File: src/evg_pkg.sv
package evg_pkg;

   localparam int unsigned MAX_SEGMENTS_DEF = 65536;
   localparam int unsigned MIN_SEGMENTS     = 3;
   localparam int          DIV_STEPS        = 32;
   localparam int          CORDIC_STEPS     = 28;
   localparam logic signed [31:0] CORDIC_X0 = 32'sd652032874;

   typedef enum logic [2:0] {
      CSR_CENTER_X      = 3'd0,
      CSR_CENTER_Y      = 3'd1,
      CSR_SEMI_MAJOR    = 3'd2,
      CSR_SEMI_MINOR    = 3'd3,
      CSR_AZIMUTH_TURNS = 3'd4,
      CSR_SEGMENT_COUNT = 3'd5
   } csr_index_type;

   typedef struct packed {
      logic valid;
      logic ok;
   } tag_type;

   // arctan(2^-k) in units of 2^-32 turn
   function automatic logic signed [31:0] atan_turn(input int k);
      logic signed [31:0] v;
      case (k)
         0:  v = 32'sh20000000;
         1:  v = 32'sh12E4051E;
         2:  v = 32'sh09FB385B;
         3:  v = 32'sh051111D4;
         4:  v = 32'sh028B0D43;
         5:  v = 32'sh0145D7E1;
         6:  v = 32'sh00A2F61E;
         7:  v = 32'sh00517C55;
         8:  v = 32'sh0028BE53;
         9:  v = 32'sh00145F2F;
         10: v = 32'sh000A2F98;
         11: v = 32'sh000517CC;
         12: v = 32'sh00028BE6;
         13: v = 32'sh000145F3;
         14: v = 32'sh0000A2FA;
         15: v = 32'sh0000517D;
         16: v = 32'sh000028BE;
         17: v = 32'sh0000145F;
         18: v = 32'sh00000A30;
         19: v = 32'sh00000518;
         20: v = 32'sh0000028C;
         21: v = 32'sh00000146;
         22: v = 32'sh000000A3;
         23: v = 32'sh00000051;
         24: v = 32'sh00000029;
         25: v = 32'sh00000014;
         26: v = 32'sh0000000A;
         27: v = 32'sh00000005;
         default: v = '0;
      endcase
      return v;
   endfunction

endpackage

File: src/evg_divider.sv
module evg_divider (
   input  logic             clock,
   input  logic             reset,
   input  logic             enable,
   input  evg_pkg::tag_type in_tag,
   input  logic [15:0]      point_index,
   input  logic [16:0]      segment_count,
   output evg_pkg::tag_type out_tag,
   output logic [31:0]      phase
);
   import evg_pkg::*;

   // restoring division, one quotient bit per stage:
   // phase = ((N-i)*2^32 + N/2) / N
   logic [16:0] r_ff   [0:DIV_STEPS];
   logic [16:0] r_in   [0:DIV_STEPS];
   logic [31:0] q_ff   [0:DIV_STEPS];
   logic [31:0] q_in   [0:DIV_STEPS];
   logic        zero_ff[0:DIV_STEPS];
   logic        zero_in[0:DIV_STEPS];
   tag_type     tag_ff [0:DIV_STEPS];
   tag_type     tag_in [0:DIV_STEPS];
   logic [17:0] trial  [0:DIV_STEPS-1];
   logic        ge     [0:DIV_STEPS-1];
   logic [31:0] half;

   assign half = 32'(segment_count >> 1);

   always_comb begin
      r_in[0]    = segment_count - 17'(point_index);
      q_in[0]    = '0;
      zero_in[0] = (point_index == '0);
      tag_in[0]  = in_tag;
      for (int k = 0; k < DIV_STEPS; k++) begin
         trial[k]     = {r_ff[k], half[DIV_STEPS-1-k]};
         ge[k]        = (trial[k] >= {1'b0, segment_count});
         r_in[k+1]    = ge[k] ? 17'(trial[k] - {1'b0, segment_count}) : trial[k][16:0];
         q_in[k+1]    = {q_ff[k][30:0], ge[k]};
         zero_in[k+1] = zero_ff[k];
         tag_in[k+1]  = tag_ff[k];
      end
   end

   always_ff @(posedge clock) begin
      if (enable) begin
         for (int k = 0; k <= DIV_STEPS; k++) begin
            r_ff[k]    <= r_in[k];
            q_ff[k]    <= q_in[k];
            zero_ff[k] <= zero_in[k];
         end
      end
      if (reset) begin
         for (int k = 0; k <= DIV_STEPS; k++) begin
            tag_ff[k] <= '0;
         end
      end else if (enable) begin
         for (int k = 0; k <= DIV_STEPS; k++) begin
            tag_ff[k] <= tag_in[k];
         end
      end
   end

   // index zero sits at a full turn, which wraps to zero
   assign phase   = zero_ff[DIV_STEPS] ? '0 : q_ff[DIV_STEPS];
   assign out_tag = tag_ff[DIV_STEPS];

endmodule

File: config.mk
export PLATFORM = sky130hd
export DESIGN_NAME = evg_divider
export DESIGN_NICKNAME = d
export VERILOG_FILES = /design/src/evg_pkg.sv /design/src/evg_divider.sv
export SDC_FILE = /design/constraint.sdc
export NUM_CORES = 2
export LEC_CHECK = 0
export BUFFER_PORTS_ARGS = -buffer_cell sky130_fd_sc_hd__buf_2
export CAP_MARGIN = 20
export CORE_ASPECT_RATIO = 0.7
export CORE_MARGIN = 8
export CORE_UTILIZATION = 60
export CTS_CLUSTER_DIAMETER = 40
export DETAILED_ROUTE_END_ITERATION = 12
export GPL_ROUTABILITY_DRIVEN = 0
export GPL_TIMING_DRIVEN = 1
export PLACE_DENSITY = 0.76
export SKIP_LAST_GASP = 1
export SLEW_MARGIN = 10
export SYNTH_ARGS = -nofsm -noshare
export SYNTH_HDL_FRONTEND = slang
export SYNTH_SLANG_ARGS = --single-unit
File: constraint.sdc
create_clock -name clock -period 8.3 [get_ports clock]
set_input_delay 1.245 -clock clock [delete_from_list [all_inputs] [get_ports clock]]
set_output_delay 1.245 -clock clock [all_outputs]
set_load 0.05 [all_outputs]
==> results.yml <==
clock_network:
  cts_resized: 0
  cts_inserted_buffers: 144
  cts-root-buf: "clkbuf_16"
  cts_tree: "yes"
  hold_buffers: 0
  htreeDepth: 4
  cts_num_sinks: 1171
  path_clk_slew_ns: 0.06
  clk_path_buf_depth: 3
  clk-insertion-delay-late_ns: 0.77
  post-cts-setup-buffers: 0
yosys:
  ys_top_cells_by_area: "edfxtp_1 (52%), ha_1 (10%), mux2_2 (3.7%), a21oi_1 (3.0%), o21ai_0 (3.0%)"
  synth_warnings: 0
  yosys.cell_types.count: 93
  synth_most_common_cell: "edfxtp_1"
  synth_top_area_share_pct: 51.6
  syn_area_sq_mm: 0.0681
  synth_mux_area_share_pct: 4.53
  seq_area_frac_synth_pct: 51.6
  yosys.area_share.simple_pct: 10.6
  synth-compound-area-share_pct: 15.6
  ys_seq_elements: 1171
  synthFlopType: "edfxtp_1"
  synth_top_family_by_area: "compound AO/OA/AOI/OAI gates"
  synth_xor_area_share_pct: 4.59
  synth_edf_count: 1171
  async_flop_share_pct: 0
  syn_avg_cell_area_sq_um: 11.7
  syn_inst: 5809
  yosys-top-cells-count: "edfxtp_1 (1171), ha_1 (560), a21oi_1 (411), o21ai_0 (411), nor2_1 (365)"
  synth_fa_ha_area_share_pct: 11.2
  yosys.area.top_type: "edfxtp_1"
  syn_nets: 6439
sta:
  finalHoldViolCount: 0
  relSlewSlack_pct: 16.2
  fin_skew_ns: 0.0240
  tightest_slew_ns: 1.26
  timing.fmax_mhz: 192
  finalMaxSlewViolations: 0
  fin_tns_setup_ns: 0
  rsz0062_at_grt: "false"
  finalCritPeriodShare_pct: 62.9
  period_needed_ns: 5.22
  setup_viol: 0
global_routing:
  grt_usage_pct: 24.6
  grt_pass1_vias: 44900
  grt_max_degree: 186
  grt_first_pass_wirelength_mm: 247
  antenna_found_initial: 3
  grt_remaining_overflow: 0
pwr:
  p_leak_nw: 29.3
  share_comb_of_total_power_pct: 46.4
  p_seq_share_pct: 32.9
  p_int_mw: 19.5
  max-vdd-ir-drop_uv: 250
  clkPwrFrac_pct: 20.7
  p_switching_mw: 11.8
  swShare_pct: 37.6
  power_density_mw_per_mm2: 415
setup_path:
  path_class: "in2reg"
  worstPathMaxFanout: 34
  reg2reg_to: "r_ff[0][22]$_DFFE_PP_"
  ff2ff_path_depth: 8
  r2r_start: "r_ff[0][10]$_DFFE_PP_"
  crit_arrival_ns: 5.73
  reg2reg_setup_slack_ns: 4.74
  critPathLaunchType: "input pin"
  crit_required_ns: 8.81
  critPathCaptureType: "register"
routing:
  via_per_inst: 6.29
  postRouteAntennaNets: 0
  wirelength_mm: 158
  drc: 0
  num_vias: 47800
  drt-initial-drc-count: 5053
  avgRoutedWirePerCell_microns: 20.8
  firstDrtPassIters: 6
worst_hold_path:
  hold_class: "reg2reg"
  holdPathStages: 0
  hold_end: "q_ff[0][554]$_DFFE_PP_"
  hold_start: "q_ff[0][521]$_DFFE_PP_"
cells_and_area:
  drive_above_1_share_pct: 11.4
  antenna_cells: 0
  n_fill_cell: 8161
  layout.nets: 6588
  area_delta_synth_final_pct: 10.8
  design_area_sq_mm: 0.0755
floorplan:
  core-area_sq_mm: 0.113
  row_count: 103
  design.die.area_sq_mm: 0.125
  ios: 72
  start_util_pct: 60.5
  die_y_microns: 298
  die_w_microns: 419
place:
  port_buffers: 71
  dpl_cell_area_sq_mm: 0.0704
  hpwlAfterDp_mm: 106
status:
  status: "finished clean"
job:
  max-cap-violations: 0
==> logic make-up (layout without fill, tap and decap cells) <==
kind of cell / count (synthesis) / in the layout
and+or+nand+nor: 1457 / 1457
xor gates and xnor gates: 357 / 357
buffers and inverters: 313 / 583
muxes: 273 / 273
adders and majority gates: 592 / 592
AOI/OAI and AO/OA: 1646 / 1646
DFF: 1171 / 1171
==> final cells by class <==
type                    instances  area (sq um)  area share, %
clock buffers                 161          3750           4.97
multi-input cells            4325         31800           42.1
clock inverters               106          1260           1.66
well taps                    1522          1900           2.52
flip-flops and latches       1171         35200           46.6
repair buffers                126           886           1.17
inverters                     190           714          0.947
==> worst max-delay path, cell delays in order <==
cell,delay (ns)
buf_2,0.62
clkinv_2,0.64
buf_4,0.54
fa_1,0.59
a211oi_1,0.34
o211ai_1,0.21
a41oi_1,0.49
a211oi_1,0.14
nor2_1,0.15
buf_4,0.30
inv_2,0.11
mux2_2,0.29
==> stage by stage <==
stage	util, %	instances	total power, mW	setup WS (ns)	hold slack, ns
after floorplan	-	5809	21.1	3.38	0.400
after global placement	62.5	7329	23.9	2.48	0.400
after detailed placement	62.5	7329	24.4	2.35	0.405
after CTS	66.9	7596	31.1	3.17	0.401
after global routing	67.0	7601	33.3	2.87	0.411
final	67.0	7601	31.3	3.08	0.396
==> registers in the layout, indices dropped and copies added (netlist names) <==
signal and flops:
zero_ff 33, q_ff 528, tag_ff 66, r_ff 544
==> power groups by stage <==
stage / registers (mW) / logic [mW] / clock network (mW)
after detailed placement: 10.3 / 14.0 / 0
after floorplan: 9.76 / 11.4 / 0
final: 10.3 / 14.5 / 6.48
after global routing: 10.4 / 16.0 / 6.84
after CTS: 10.3 / 14.2 / 6.60
after global placement: 10.4 / 13.6 / 0
==> worst max-delay path by stage <==
stage	startpoint	end	slack (ns)	cells past startpoint
final	segment_count[1]	r_ff[0][382]$_DFFE_PP_	3.08	12
after global routing	segment_count[1]	r_ff[0][382]$_DFFE_PP_	2.87	12
after CTS	segment_count[1]	r_ff[0][382]$_DFFE_PP_	3.17	12
after detailed placement	segment_count[1]	r_ff[0][382]$_DFFE_PP_	2.35	12
after global placement	segment_count[1]	r_ff[0][392]$_DFFE_PP_	2.48	10
after floorplan	segment_count[1]	r_ff[0][518]$_DFFE_PP_	3.38	10
==> layer usage <==
| metal | global-route usage, % | wire length (microns) | vias to the layer above |
|---|---|---|---|
| met3 | 4.65 | 13500 | 325 |
| met1 | 36.7 | 72200 | 22900 |
| met2 | 36.1 | 67300 | 1953 |
| met5 | 0 | 0 | - |
| li1 | - | - | 22700 |
| met4 | 7.98 | 4770 | 0 |
==> cell usage in the layout, fill, tap and decap left out, types with 34 or more instances in the layout <==
cell type	instances
a211oi_1	66
a21boi_0	36
a21o_1	182
a21oi_1	410
a31oi_1	47
and2_1	90
and3_1	38
buf_2	69
buf_4	46
clkbuf_16	148
edfxtp_1	1171
ha_1	560
inv_1	172
mux2_2	222
mux2i_1	34
nand2_1	357
nand2b_1	58
nand3_1	88
nand4_1	68
nor2_1	365
nor2b_1	114
nor3_1	116
o21a_1	121
o21ai_0	409
o31a_1	38
o31ai_1	58
or3_1	38
xnor2_1	212
xor2_1	145
Note: power is estimated with default switching activity, not from simulation.
